$ cat src/hdl/mm4_pkg.sv
// mm4_pkg: shared types, codes and defaults for the 4x4 matrix multiply core.
// Depends on nothing; used by the interfaces, controller, datapath and top level.
`timescale 1ns / 1ps

package mm4_pkg;

   localparam int DATA_WIDTH_DEFAULT = 32;
   localparam int FRAC_BITS_DEFAULT  = 16;

   localparam int IDX_W = 2;                // row, column and k index width
   localparam int ADDR_W = 2 * IDX_W;       // store address {row, col}
   localparam int SEQ_W = 3 * IDX_W;        // compute step {row, col, k}
   localparam logic [SEQ_W-1:0] SEQ_LAST = '1;
   localparam logic [IDX_W-1:0] IDX_LAST = '1;

   typedef enum logic [1:0] {
      REQ_WR_LEFT  = 2'd0,
      REQ_WR_RIGHT = 2'd1,
      REQ_COMPUTE  = 2'd2
   } req_code_type;

   typedef enum logic {
      ST_IDLE = 1'b0,
      ST_RUN  = 1'b1
   } state_type;

   typedef struct packed {
      logic              wr_left;
      logic              wr_right;
      logic [ADDR_W-1:0] wr_addr;
      logic              issue;
      logic [SEQ_W-1:0]  seq;
   } cmd_type;

   typedef struct packed {
      logic advance;
   } status_type;

endpackage

$ cat src/hdl/mm4_datapath.sv
// mm4_datapath: element stores, split multiplier, accumulator, saturation, result register.
// Depends on mm4_pkg for the command/status structs and index widths.
`timescale 1ns / 1ps

module mm4_datapath #(
   parameter int DATA_WIDTH = mm4_pkg::DATA_WIDTH_DEFAULT,
   parameter int FRAC_BITS  = mm4_pkg::FRAC_BITS_DEFAULT
) (
   input  logic                          clock,
   input  logic                          reset,
   input  mm4_pkg::cmd_type              cmd,
   input  logic [DATA_WIDTH-1:0]         wr_value,
   output mm4_pkg::status_type           status,
   input  logic                          rsp_ready,
   output logic                          rsp_valid,
   output logic [mm4_pkg::IDX_W-1:0]     rsp_row,
   output logic [mm4_pkg::IDX_W-1:0]     rsp_col,
   output logic [DATA_WIDTH-1:0]         rsp_product,
   output logic                          rsp_saturated,
   output logic                          rsp_last
);

   localparam int LO    = DATA_WIDTH / 2;
   localparam int HI    = DATA_WIDTH - LO;
   localparam int WIDE  = 2 * DATA_WIDTH;
   localparam int EXT_W = WIDE + FRAC_BITS;
   localparam int SUM_W = WIDE + 2;
   localparam int IW    = mm4_pkg::IDX_W;
   localparam int SW    = mm4_pkg::SEQ_W;
   localparam int DEPTH = 1 << mm4_pkg::ADDR_W;

   logic [DATA_WIDTH-1:0] left_mem  [DEPTH];
   logic [DATA_WIDTH-1:0] right_mem [DEPTH];

   logic                  adv;

   // read stage
   logic                  v0_ff;
   logic [SW-1:0]         seq0_ff;
   logic [DATA_WIDTH-1:0] a_ff, b_ff;

   // partial product stage
   logic                  v1_ff;
   logic [SW-1:0]         seq1_ff;
   logic signed [2*HI-1:0]  pp_hh_ff, pp_hh_in;
   logic signed [HI+LO:0]   pp_hl_ff, pp_hl_in;
   logic signed [HI+LO:0]   pp_lh_ff, pp_lh_in;
   logic [2*LO-1:0]         pp_ll_ff, pp_ll_in;

   // shifted term stage
   logic                  v2_ff;
   logic [SW-1:0]         seq2_ff;
   logic [WIDE-1:0]       full;
   logic signed [EXT_W-1:0] ext;
   logic signed [WIDE-1:0] term_ff, term_in;

   // accumulate stage
   logic                  v3_ff;
   logic [SW-1:0]         seq3_ff;
   logic signed [SUM_W-1:0] acc_ff, acc_in;

   // result register
   logic                  rsp_valid_ff;
   logic [SW-1:0]         rsp_seq_ff;
   logic [DATA_WIDTH-1:0] product_ff, product_in;
   logic                  sat_ff, sat_in;
   logic [SUM_W-DATA_WIDTH:0] acc_top;

   assign adv            = !rsp_valid_ff || rsp_ready;
   assign status.advance = adv;

   always_ff @(posedge clock) begin
      if (cmd.wr_left) begin
         left_mem[cmd.wr_addr] <= wr_value;
      end
      if (cmd.wr_right) begin
         right_mem[cmd.wr_addr] <= wr_value;
      end
   end

   always_ff @(posedge clock) begin
      if (cmd.issue) begin
         a_ff <= left_mem[{cmd.seq[SW-1 -: IW], cmd.seq[IW-1:0]}];
         b_ff <= right_mem[{cmd.seq[IW-1:0], cmd.seq[2*IW-1 -: IW]}];
      end
   end

   always_comb begin
      pp_hh_in = $signed(a_ff[DATA_WIDTH-1:LO]) * $signed(b_ff[DATA_WIDTH-1:LO]);
      pp_hl_in = $signed(a_ff[DATA_WIDTH-1:LO]) * $signed({1'b0, b_ff[LO-1:0]});
      pp_lh_in = $signed({1'b0, a_ff[LO-1:0]}) * $signed(b_ff[DATA_WIDTH-1:LO]);
      pp_ll_in = a_ff[LO-1:0] * b_ff[LO-1:0];
   end

   always_comb begin
      full = (WIDE'(pp_hh_ff) << (2 * LO)) + (WIDE'(pp_hl_ff) << LO)
           + (WIDE'(pp_lh_ff) << LO) + WIDE'(pp_ll_ff);
      ext     = EXT_W'($signed(full));
      term_in = ext[EXT_W-1:FRAC_BITS];
   end

   always_comb begin
      if (seq2_ff[IW-1:0] == '0) begin
         acc_in = SUM_W'(term_ff);
      end else begin
         acc_in = acc_ff + SUM_W'(term_ff);
      end
   end

   always_comb begin
      acc_top = acc_ff[SUM_W-1:DATA_WIDTH-1];
      if ((&acc_top) || !(|acc_top)) begin
         product_in = acc_ff[DATA_WIDTH-1:0];
         sat_in     = 1'b0;
      end else begin
         product_in = {acc_ff[SUM_W-1], {(DATA_WIDTH-1){!acc_ff[SUM_W-1]}}};
         sat_in     = 1'b1;
      end
   end

   always_ff @(posedge clock) begin
      if (reset) begin
         v0_ff        <= 1'b0;
         v1_ff        <= 1'b0;
         v2_ff        <= 1'b0;
         v3_ff        <= 1'b0;
         rsp_valid_ff <= 1'b0;
      end else if (adv) begin
         v0_ff        <= cmd.issue;
         v1_ff        <= v0_ff;
         v2_ff        <= v1_ff;
         v3_ff        <= v2_ff && (seq2_ff[IW-1:0] == mm4_pkg::IDX_LAST);
         rsp_valid_ff <= v3_ff;
      end
   end

   always_ff @(posedge clock) begin
      if (adv) begin
         seq0_ff  <= cmd.seq;
         seq1_ff  <= seq0_ff;
         pp_hh_ff <= pp_hh_in;
         pp_hl_ff <= pp_hl_in;
         pp_lh_ff <= pp_lh_in;
         pp_ll_ff <= pp_ll_in;
         seq2_ff  <= seq1_ff;
         term_ff  <= term_in;
         if (v2_ff) begin
            seq3_ff <= seq2_ff;
            acc_ff  <= acc_in;
         end
         if (v3_ff) begin
            rsp_seq_ff <= seq3_ff;
            product_ff <= product_in;
            sat_ff     <= sat_in;
         end
      end
   end

   assign rsp_valid     = rsp_valid_ff;
   assign rsp_row       = rsp_seq_ff[SW-1 -: IW];
   assign rsp_col       = rsp_seq_ff[2*IW-1 -: IW];
   assign rsp_product   = product_ff;
   assign rsp_saturated = sat_ff;
   assign rsp_last      = (rsp_seq_ff[SW-1:IW] == '1);

endmodule

$ cat config.mk
export PLATFORM = sky130hd
export DESIGN_NAME = mm4_datapath
export DESIGN_NICKNAME = d
export VERILOG_FILES = /design/src/hdl/mm4_pkg.sv /design/src/hdl/mm4_datapath.sv
export SDC_FILE = /design/constraint.sdc
export NUM_CORES = 2
export LEC_CHECK = 0
export BUFFER_PORTS_ARGS = -buffer_cell sky130_fd_sc_hd__buf_4
export CORE_ASPECT_RATIO = 1.75
export CORE_MARGIN = 2
export CORE_UTILIZATION = 55
export CTS_CLUSTER_SIZE = 16
export DETAILED_ROUTE_END_ITERATION = 8
export GPL_TIMING_DRIVEN = 0
export HOLD_SLACK_MARGIN = 0.06
export PLACE_DENSITY = 0.7
export SLEW_MARGIN = 40
export SYNTH_ARGS = -nofsm -noshare
export SYNTH_HDL_FRONTEND = slang
export SYNTH_SLANG_ARGS = --single-unit
$ cat constraint.sdc
create_clock -name clock -period 17.1 [get_ports clock]
set_input_delay 3.42 -clock clock [delete_from_list [all_inputs] [get_ports clock]]
set_output_delay 3.42 -clock clock [all_outputs]
set_load 0.02 [all_outputs]
==> impl_metrics.env <==
export IMPL_status="finished clean"
export IMPL_grt_pass1_wl_mm=410.2
export IMPL_dr_wl_met3_mm=16.13
export IMPL_top_layer="met5"
export IMPL_cp_start_kind="input port"
export IMPL_core_area_sq_mm=0.1662
export IMPL_seq_area_frac_synth=0.4492
export IMPL_yosys_top_cells_area="edfxtp_1, fa_1, mux4_2, ha_1, inv_1"
export IMPL_pre_cts_ws_ps=8418
export IMPL_antenna_found_initial=19
export IMPL_crit_path_end_kind="primary output"
export IMPL_hold_buffers=0
export IMPL_synthToLayoutAreaGrowth_pct=10.23
export IMPL_crit_type="in -> out"
export IMPL_via_per_inst=6.022
export IMPL_rows=198
export IMPL_arrival_ps=5320
export IMPL_grt_max_degree=84
export IMPL_first_global_vias=62094
export IMPL_ys_async_sr_fraction=0
export IMPL_ioPinCount=88
export IMPL_clock_path_buffers=3
export IMPL_drt_first_pass_iters=7
export IMPL_cp_max_fo=83
export IMPL_die_area_sq_mm=0.1709
export IMPL_place_inst=9257
export IMPL_syn_nets=8370
export IMPL_setup_viol=0
export IMPL_drt_initial_drc_count=4222
export IMPL_relSlewSlack=0.3290
export IMPL_ant_nets=0
export IMPL_synth_top_cell_by_area="edfxtp_1"
export IMPL_synth_top_area_share=0.4481
export IMPL_gp_congestion=1.011
export IMPL_rsz0062_at_grt="false"
export IMPL_drt_total_wl_mm=282.5
export IMPL_cts_buffers=118
export IMPL_clock_fmax_ghz=0.1144
export IMPL_fp_dieW_um=313.4
export IMPL_wl_per_cell_um=29.75
export IMPL_fillCellCount=12712
export IMPL_layout_worst_path_cycle_share=0.5113
export IMPL_drv_slew=0
export IMPL_synth_cell_types=88
export IMPL_dr_wl_met2_mm=150.4
export IMPL_holdPathStages=0
export IMPL_dp_hpwl_mm=217.2
export IMPL_wl_met1_mm=85.43
export IMPL_root_buffer="clkbuf_16"
export IMPL_vias=57185
export IMPL_tns_ps=0
export IMPL_fin_skew_ps=40.62
export IMPL_final_util=0.6110
export IMPL_ctsResizeCount=0
export IMPL_ys_seq_elements=1380
export IMPL_clock_sinks=1380
export IMPL_nets=8660
export IMPL_drc_errors=0
export IMPL_synth_edf_count=1375
export IMPL_synth_cells=6892
export IMPL_synth_area_sq_mm=0.09214
export IMPL_final_layout_size_suffix_gt1_frac=0.1210
export IMPL_cts_tree="yes"
export IMPL_yosys_warnings=0
export IMPL_maxCapViolCount=0
export IMPL_final_setup_worst_slack_ps=8356
export IMPL_tightest_slew_ps=998.0
export IMPL_finalHoldViolations=0
export IMPL_grt_overflow=0
export IMPL_clk_pin_slew_ps=60
export IMPL_grt_use_total=0.3385
export IMPL_htreeDepth=3
export IMPL_worstRegToRegCells=23
export IMPL_fin_cells=9496
export IMPL_min_period_ps=8744
export IMPL_numPortBuffers=87
export IMPL_min_path_type="reg -> reg"
export IMPL_required_ps=13680
export IMPL_clk_latency_ps=780
export IMPL_syn_avg_cell_area_sq_um=13.37
export IMPL_synthFlopType="edfxtp_1"
export IMPL_die_h_um=545.4
export IMPL_initial_utilization=0.5543
export IMPL_post_cts_buffers=0
==> area by class of cell <==
class | count | area (sq um) | share of cell area
antenna | 17 | 42.54 | 0.0004189
buffer | 320 | 1386 | 0.01365
clock buffer | 142 | 3064 | 0.03017
clock inverter | 75 | 862.1 | 0.008488
inverter | 996 | 3746 | 0.03689
multi-input combinational | 4196 | 46080 | 0.4537
sequential | 1380 | 41390 | 0.4075
tap | 2200 | 2753 | 0.02710
timing repair buffer | 170 | 2241 | 0.02206
==> Yosys cell counts, types with 21 or more instances <==
| cell | number |
|---|---|
| a21o_1 | 149 |
| a21oi_1 | 203 |
| a31oi_1 | 21 |
| and2_1 | 492 |
| and3_1 | 29 |
| buf_1 | 31 |
| clkbuf_1 | 282 |
| edfxtp_1 | 1375 |
| fa_1 | 892 |
| ha_1 | 538 |
| inv_1 | 993 |
| mux4_2 | 320 |
| nand2_1 | 603 |
| nand2b_1 | 57 |
| nand3_1 | 37 |
| nand4_1 | 41 |
| nor2_1 | 197 |
| nor2b_1 | 29 |
| o21a_1 | 21 |
| o21ai_0 | 96 |
| o21ai_1 | 41 |
| o21bai_1 | 29 |
| xnor2_1 | 132 |
| xor2_1 | 75 |
==> per-stage QoR <==
stage	area (sq um)	hold WS [ps]
finish	101600	410.8
global route	101500	420.9
detailed placement	97530	406.1
floorplan	92140	400.3
global placement	95540	402.5
CTS	101500	414.8
==> cell families after synthesis <==
group           count (synthesis)  share of synthesized area
fa+ha+maj                    1430                     0.2669
xor+xnor                      207                    0.01968
buf+inv                      1316                    0.05371
flops                        1380                     0.4492
compound gates                684                    0.04849
mux                           323                    0.07856
simple gates                 1552                    0.08347
==> flip-flops by register name (all words and copies together) (netlist names), 6 cells and up <==
register / flops
pp_hl_ff: 33
pp_hh_ff: 32
pp_lh_ff: 33
right_mem: 512
a_ff: 32
seq2_ff: 6
acc_ff: 66
left_mem: 512
seq1_ff: 6
term_ff: 48
b_ff: 32
rsp_product: 32
pp_ll_ff: 16
seq0_ff: 6
==> per-layer routing <==
| layer | up-vias | GRT usage |
|---|---|---|
| li1 | 24194 | - |
| met1 | 29265 | 0.3289 |
| met2 | 2629 | 0.6134 |
| met3 | 1089 | 0.05457 |
| met4 | 8 | 0.2981 |
| met5 | - | 0 |
==> final timing paths <==
kind / start / endpoint / slack (ps)
setup / recovery: rsp_ready / status / 8360
hold / removal: seq3_ff[4]$_DFFE_PP_ / rsp_seq_ff[4]$_DFFE_PP_ / 410
hold reg to reg: seq3_ff[4]$_DFFE_PP_ / rsp_seq_ff[4]$_DFFE_PP_ / 410
setup reg to reg: b_ff[24]$_DFFE_PP_ / pp_lh_ff[29]$_DFFE_PN_ / 8550
==> layout by cell type (no fill, tap or decap), types with 113 or more instances in the layout <==
cell type and count:
edfxtp_1 1375, inv_1 992, fa_1 892, nand2_1 603, ha_1 538, and2_1 490, mux4_2 320, a21oi_1 203
clkbuf_1 192, nor2_1 165, a21o_1 149, xnor2_1 132, clkbuf_16 119, clkbuf_2 113
==> critical path, stage by stage <==
cell     delay (ps)
buf_4           110
nor2b_1         550
inv_8           210
buf_16          280
buf_16          290
buf_4           250
Power is not shown: default switching activity piles up to over one toggle a cycle in this logic, so the estimate is an artifact.
