`src/hdl/mm4_pkg.sv`:
```
// mm4_pkg: shared types, codes and defaults for the 4x4 matrix multiply core.
// Depends on nothing; used by the interfaces, controller, datapath and top level.
`timescale 1ns / 1ps

package mm4_pkg;

   localparam int DATA_WIDTH_DEFAULT = 32;
   localparam int FRAC_BITS_DEFAULT  = 16;

   localparam int IDX_W = 2;                // row, column and k index width
   localparam int ADDR_W = 2 * IDX_W;       // store address {row, col}
   localparam int SEQ_W = 3 * IDX_W;        // compute step {row, col, k}
   localparam logic [SEQ_W-1:0] SEQ_LAST = '1;
   localparam logic [IDX_W-1:0] IDX_LAST = '1;

   typedef enum logic [1:0] {
      REQ_WR_LEFT  = 2'd0,
      REQ_WR_RIGHT = 2'd1,
      REQ_COMPUTE  = 2'd2
   } req_code_type;

   typedef enum logic {
      ST_IDLE = 1'b0,
      ST_RUN  = 1'b1
   } state_type;

   typedef struct packed {
      logic              wr_left;
      logic              wr_right;
      logic [ADDR_W-1:0] wr_addr;
      logic              issue;
      logic [SEQ_W-1:0]  seq;
   } cmd_type;

   typedef struct packed {
      logic advance;
   } status_type;

endpackage

```
`src/hdl/mm4_ctrl.sv`:
```
// mm4_ctrl: request decode and compute sequencer of the matrix multiply core.
// Depends on mm4_pkg for the state, request codes and command/status structs.
`timescale 1ns / 1ps

module mm4_ctrl (
   input  logic                          clock,
   input  logic                          reset,
   input  logic                          req_valid,
   input  logic [1:0]                    req_type,
   input  logic [mm4_pkg::IDX_W-1:0]     req_row,
   input  logic [mm4_pkg::IDX_W-1:0]     req_col,
   output logic                          req_ready,
   output mm4_pkg::cmd_type              cmd,
   input  mm4_pkg::status_type           status
);

   mm4_pkg::state_type              state_ff, state_in;
   logic [mm4_pkg::SEQ_W-1:0]       seq_ff, seq_in;

   always_ff @(posedge clock) begin
      if (reset) begin
         state_ff <= mm4_pkg::ST_IDLE;
         seq_ff   <= '0;
      end else begin
         state_ff <= state_in;
         seq_ff   <= seq_in;
      end
   end

   always_comb begin
      state_in      = state_ff;
      seq_in        = seq_ff;
      req_ready     = 1'b0;
      cmd.wr_left   = 1'b0;
      cmd.wr_right  = 1'b0;
      cmd.wr_addr   = {req_row, req_col};
      cmd.issue     = 1'b0;
      cmd.seq       = seq_ff;
      case (state_ff)
         mm4_pkg::ST_IDLE: begin
            req_ready = 1'b1;
            if (req_valid) begin
               case (req_type)
                  mm4_pkg::REQ_WR_LEFT:  cmd.wr_left  = 1'b1;
                  mm4_pkg::REQ_WR_RIGHT: cmd.wr_right = 1'b1;
                  mm4_pkg::REQ_COMPUTE: begin
                     state_in = mm4_pkg::ST_RUN;
                     seq_in   = '0;
                  end
                  default: ;
               endcase
            end
         end
         mm4_pkg::ST_RUN: begin
            if (status.advance) begin
               cmd.issue = 1'b1;
               seq_in    = seq_ff + 1'b1;
               if (seq_ff == mm4_pkg::SEQ_LAST) begin
                  state_in = mm4_pkg::ST_IDLE;
               end
            end
         end
         default: state_in = mm4_pkg::ST_IDLE;
      endcase
   end

endmodule

```
`config.mk`:
```
export PLATFORM = sky130hd
export DESIGN_NAME = mm4_ctrl
export DESIGN_NICKNAME = d
export VERILOG_FILES = /design/src/hdl/mm4_pkg.sv /design/src/hdl/mm4_ctrl.sv
export SDC_FILE = /design/constraint.sdc
export NUM_CORES = 1
export LEC_CHECK = 0
export BUFFER_PORTS_ARGS = -buffer_cell sky130_fd_sc_hd__buf_2
export CELL_PAD_IN_SITES_DETAIL_PLACEMENT = 1
export CELL_PAD_IN_SITES_GLOBAL_PLACEMENT = 1
export CORE_MARGIN = 4
export CORE_UTILIZATION = 26
export CTS_BUF_LIST = sky130_fd_sc_hd__clkbuf_4
export CTS_CLUSTER_DIAMETER = 40
export DETAILED_ROUTE_END_ITERATION = 10
export GPL_TIMING_DRIVEN = 1
export PLACE_DENSITY = 0.73
export REMOVE_ABC_BUFFERS = 1
export SLEW_MARGIN = 20
export SYNTH_ARGS = -nofsm -noshare
export SYNTH_HDL_FRONTEND = slang
export SYNTH_SLANG_ARGS = --single-unit
export TNS_END_PERCENT = 100
```
`constraint.sdc`:
```
create_clock -name clock -period 1.3 [get_ports clock]
set_clock_uncertainty 0.15 [all_clocks]
set_input_delay 0.26 -clock clock [delete_from_list [all_inputs] [get_ports clock]]
set_output_delay 0.26 -clock clock [all_outputs]
set_load 0.05 [all_outputs]
```
==> results.py, run 1 <==
metrics = {
    "status": {
        "status": "finished, violations left",
        "violations": "setup timing",
    },
    "critical_path": {
        "crit_path_start_kind": "flip-flop",
        "worstPathMaxFanout": 6,
        "arrival_ns": 1.07,
        "criticalPathCategory": "reg -> out",
        "end_kind": "output pin",
        "cp.required_ns": 0.89,
    },
    "clock_network": {
        "cts_buffers": 3,
        "path_clk_slew_ns": 0.06,
        "cts_max_level": 1,
        "root_buffer": "clkbuf_4",
        "clock_latency_ns": 0.25,
        "hold_buffers": 0,
        "cts_max_path_buffers": 2,
        "clock_sinks": 7,
        "cts_tree": "done",
    },
    "finish": {
        "final_common_cell": "buf_4",
        "final_cell_mix": "buf_4, nand3_1, buf_6, buf_2",
        "fill_cells": 188,
        "register_area_sq_um": 149,
        "drive_gt1_frac": 0.592,
        "multiInputGateArea_sq_um": 277,
        "area_growth_pct": 53.6,
        "num_antenna_cells": 0,
        "final_cells": 87,
        "nets": 83,
    },
    "routing": {
        "wl_per_cell_microns": 13.5,
        "vias": 427,
        "routed_via_density": 4.91,
        "wl_met1_microns": 524,
        "highest_layer": "met4",
        "totalWireLength_mm": 1.17,
        "route.detailed.drc": 0,
        "first_pass_iters": 3,
        "wl_met3_microns": 73,
        "first_iter_violations": 7,
        "ant_nets": 0,
        "wl_met2_microns": 555,
    },
    "floorplan": {
        "die-area_sq_mm": 0.00249,
        "fp.dieW_microns": 49.9,
        "die_h_microns": 49.9,
        "top_level_ports": 24,
        "rows": 14,
        "core_sq_mm": 0.00158,
        "initial_core_util": 0.289,
    },
    "sta": {
        "tightest_slew_ns": 0.205,
        "clock.fmax_mhz": 676,
        "max_slew_margin": 0.863,
        "setup_slack_ns": -0.179,
        "hold_viol": 0,
        "rsz0062_at_grt": "true",
        "period_needed_ns": 1.48,
        "hold-worst-slack_ns": 0.128,
        "setup_viol": 7,
        "finalCritPeriodShare": 1.14,
        "slew_viol_final": 0,
        "finalSetupTns_ns": -0.736,
    },
    "power": {
        "vdd_ir_drop_max_mv": 0.427,
        "power.internal_w": 0.000403,
        "p_leak_nw": 0.281,
        "p_sw_w": 0.000145,
        "share_comb_of_total_power": 0.186,
        "p_clk_frac": 0.411,
        "p_per_area_mw_per_mm2": 783,
        "p_total_w": 0.000548,
        "switching_share": 0.265,
        "seqPwrFrac": 0.403,
    },
    "grt": {
        "grt_pass1_vias": 439,
        "grt_remaining_overflow": 0,
        "track_usage": 0.112,
        "grt_pass1_wl_mm": 2.06,
        "grt_max_degree": 13,
        "antenna_found_initial": 0,
    },
    "place": {
        "preCtsSetupSlack_ns": -0.137,
        "portBuffers": 15,
        "hpwlAfterDp_microns": 897,
        "place.gp.congestion": 0.733,
        "dp.cells": 82,
    },
    "synth": {
        "ys_seq_area_frac": 0.308,
        "yosysUniqueCellTypes": 22,
        "syn-cell-area_sq_um": 455,
        "syn_avg_cell_area_sq_um": 9.29,
        "synthCells": 49,
        "synth-seq-cells": 7,
        "yosys_warnings": 0,
    },
    "flow_run": {
        "maxCapViolations": 0,
    },
    "worst_hold_path": {
        "hp-class": "in -> reg",
    },
}
-- cell families after synthesis --
kind of cell | share of synthesized area
buffers and inverters | 0.115
adders and majority gates | 0.0275
and+or+nand+nor | 0.349
AOI/OAI and AO/OA | 0.135
muxes | 0.0659
DFF | 0.308
-- worst paths after layout --
kind,startpoint,to,slack [ns],depth (start not counted)
min reg2reg,seq_ff[4],seq_ff[4],0.37,2
max reg2reg,state_ff,seq_ff[5],-0.14,3
max,state_ff,cmd[11],-0.18,2
min,reset,seq_ff[0],0.13,2
-- critical path: stages (launching register included) --
cell      delay, ns
dfxtp_4        0.36
and4bb_2       0.31
buf_8          0.15
-- state kept, by name (all words and copies together), names as in the netlist --
name and cells:
state_ff 1, seq_ff 6
-- Yosys cell counts --
cell       number  share of area
clkbuf_1        1         0.0082
ha_1            1          0.027
a21oi_1         5          0.055
o221a_2         1          0.025
nand2_1         2          0.016
a21boi_0        1          0.016
mux2i_1         3          0.066
buf_4           4          0.066
nand4bb_4       1          0.060
or3b_1          3          0.058
nand3b_1        3          0.049
inv_1           2          0.016
o21ai_0         1          0.011
nor2b_1         1          0.014
and4bb_2        1          0.027
nor4b_1         1          0.019
buf_6           1          0.025
nand3_1         7          0.077
dfxtp_1         7           0.31
or2_2           1          0.014
a211oi_2        1          0.027
nand2_2         1          0.014
-- metal layers --
metal | global-route usage | vias to the layer above
met5 | 0 | -
met4 | 0.0415 | 0
met3 | 0.0572 | 4
met2 | 0.185 | 15
met1 | 0.120 | 189
li1 | - | 219
-- power groups by stage --
stage          Sequential, W  Combinational, W  Clock (W)
6_report            0.000221          0.000102   0.000225
5_1_grt             0.000221          0.000110   0.000251
4_1_cts             0.000221         0.0000978   0.000236
3_5_place_dp        0.000226         0.0000876          0
3_3_place_gp        0.000225         0.0000857          0
2_1_floorplan       0.000230         0.0000441          0
-- layout make-up --
| type | count | area share |
|---|---|---|
| multi-input cells | 34 | 0.395 |
| inverters | 2 | 0.0107 |
| clock buffers | 4 | 0.0429 |
| well taps | 16 | 0.0286 |
| repair buffers | 24 | 0.309 |
| flip-flops and latches | 7 | 0.213 |
-- stage by stage --
stage / area, sq um / util
6_report: 699 / 0.444
5_1_grt: 699 / 0.444
4_1_cts: 658 / 0.417
3_5_place_dp: 566 / 0.359
3_3_place_gp: 566 / 0.359
2_1_floorplan: 410 / -
-- timing repair --
item,4_1_cts,5_1_grt
endpoints found under the setup margin,14,15
pin swaps,2,2
buffers inserted,0,1
resized for setup,21,11
Note: power is estimated with default switching activity, not from simulation.
==> run 2: changes to the inputs <==
- CELL_PAD_IN_SITES_DETAIL_PLACEMENT: 1 -> not set
- CELL_PAD_IN_SITES_GLOBAL_PLACEMENT: 1 -> not set
- PLACE_DENSITY: 0.73 -> 0.57
==> run 2 against run 1 <==
The run still ends with setup timing left. Sequential power hardly changed. Worst setup slack worse by 0.0042 ns. Sequential cell count stayed put. Critical path type unchanged. Critical endpoint unchanged. Highest routed layer unchanged.
==> results.py, run 2 (synthesized netlist as in run 1, its figures left out) <==
metrics = {
    "status": {
        "status": "finished, violations left",
        "violations": "setup timing",
    },
    "sta": {
        "rsz0062_at_grt": "true",
        "clock.fmax_mhz": 674,
        "hold-worst-slack_ns": 0.122,
        "finalSetupTns_ns": -1.08,
        "finalCritPeriodShare": 1.14,
        "period_needed_ns": 1.48,
        "hold_viol": 0,
        "setup_viol": 10,
        "setup_slack_ns": -0.183,
        "tightest_slew_ns": 0.200,
        "max_slew_margin": 0.866,
        "slew_viol_final": 0,
    },
    "finish": {
        "nets": 82,
        "final_cell_mix": "nand3_1, buf_6, buf_4, buf_2",
        "largest_register": "seq_ff",
        "final_cells": 86,
        "final_core_util": 0.456,
        "area_growth_pct": 57.7,
        "num_antenna_cells": 0,
        "drive_gt1_frac": 0.600,
        "reg_top3": "seq_ff x6, state_ff x1",
        "largest_reg_flops": 6,
    },
    "floorplan": {
        "top_level_ports": 24,
        "initial_core_util": 0.289,
        "die_h_microns": 49.9,
        "rows": 14,
        "die-area_sq_mm": 0.00249,
        "fp.dieW_microns": 49.9,
        "core_sq_mm": 0.00158,
    },
    "flow_run": {
        "maxCapViolations": 0,
    },
    "clock_network": {
        "clock_sinks": 7,
        "cts_buffers": 3,
        "clock_latency_ns": 0.26,
        "root_buffer": "clkbuf_4",
        "cts_max_path_buffers": 2,
        "path_clk_slew_ns": 0.05,
        "cts_max_level": 1,
        "cts_tree": "done",
    },
    "routing": {
        "route.detailed.drc": 0,
        "routed_via_density": 5.30,
        "vias": 456,
        "first_iter_violations": 4,
        "ant_nets": 0,
        "wl_per_cell_microns": 13.6,
        "first_pass_iters": 3,
        "totalWireLength_mm": 1.17,
    },
    "grt": {
        "grt_remaining_overflow": 0,
        "grt_pass1_vias": 352,
        "grt_max_degree": 14,
        "track_usage": 0.0865,
        "grt_pass1_wl_mm": 1.57,
        "antenna_found_initial": 0,
    },
    "critical_path": {
        "worstPathMaxFanout": 4,
        "arrival_ns": 1.07,
        "cp.required_ns": 0.89,
        "criticalPathCategory": "reg -> out",
        "end_kind": "output pin",
        "crit_path_start_kind": "flip-flop",
    },
    "place": {
        "place.gp.congestion": 0.751,
        "dp.cells": 78,
        "preCtsSetupSlack_ns": -0.0986,
        "hpwlAfterDp_microns": 752,
        "portBuffers": 15,
    },
    "power": {
        "p_per_area_mw_per_mm2": 781,
        "vdd_ir_drop_max_mv": 0.289,
        "p_leak_nw": 0.287,
    },
    "worst_hold_path": {
        "hp-class": "in -> reg",
    },
}
==> run 2: path summary, 6_finish.rpt <==
path         cells past startpoint       from  slack (ns)   endpoint
max                              2   state_ff       -0.18    cmd[11]
min                              2      reset        0.12   state_ff
max reg2reg                      4   state_ff       -0.15  seq_ff[5]
min reg2reg                      2  seq_ff[3]        0.37  seq_ff[3]
==> run 2: cell type report <==
class                           instances  area, sq um
Multi-Input combinational cell         35          310
Tap cell                               16         20.0
Inverter                                2         7.51
Clock buffer                            4         30.0
Fill cell                             146          858
Sequential cell                         7          149
Timing Repair Buffer                   22          201
==> run 2: power breakdown <==
group | internal [W] | switching, W | total [W]
registers | 0.000217 | 0.00000322 | 0.000220
logic | 0.0000505 | 0.0000605 | 0.000111
clock network | 0.000139 | 0.0000914 | 0.000230
==> run 2: metal layers <==
metal / routed length, microns / GRT usage
met1: 579 / 0.105
met2: 469 / 0.104
met3: 94 / 0.0633
met5: 0 / 0
met4: 23 / 0.0553
==> run 2: critical path: stages (launching register included) <==
cell and delay, ns:
dfxtp_4 0.36, and4bb_2 0.31, buf_8 0.15
==> run 2: what timing repair did <==
| item | 4_1_cts | 5_1_grt |
|---|---|---|
| hold buffers | 0 | 0 |
| pin swaps | 2 | 3 |
| buffers inserted | 3 | 0 |
| cloned | 0 | 1 |
| endpoints found under the setup margin | 14 | 14 |
| resized for setup | 25 | 11 |
==> run 2: stage by stage <==
step           total power (W)  area, sq um
3_5_place_dp          0.000304          536
3_3_place_gp          0.000303          536
4_1_cts               0.000553          667
6_report              0.000561          718
2_1_floorplan         0.000274          410
5_1_grt               0.000583          718
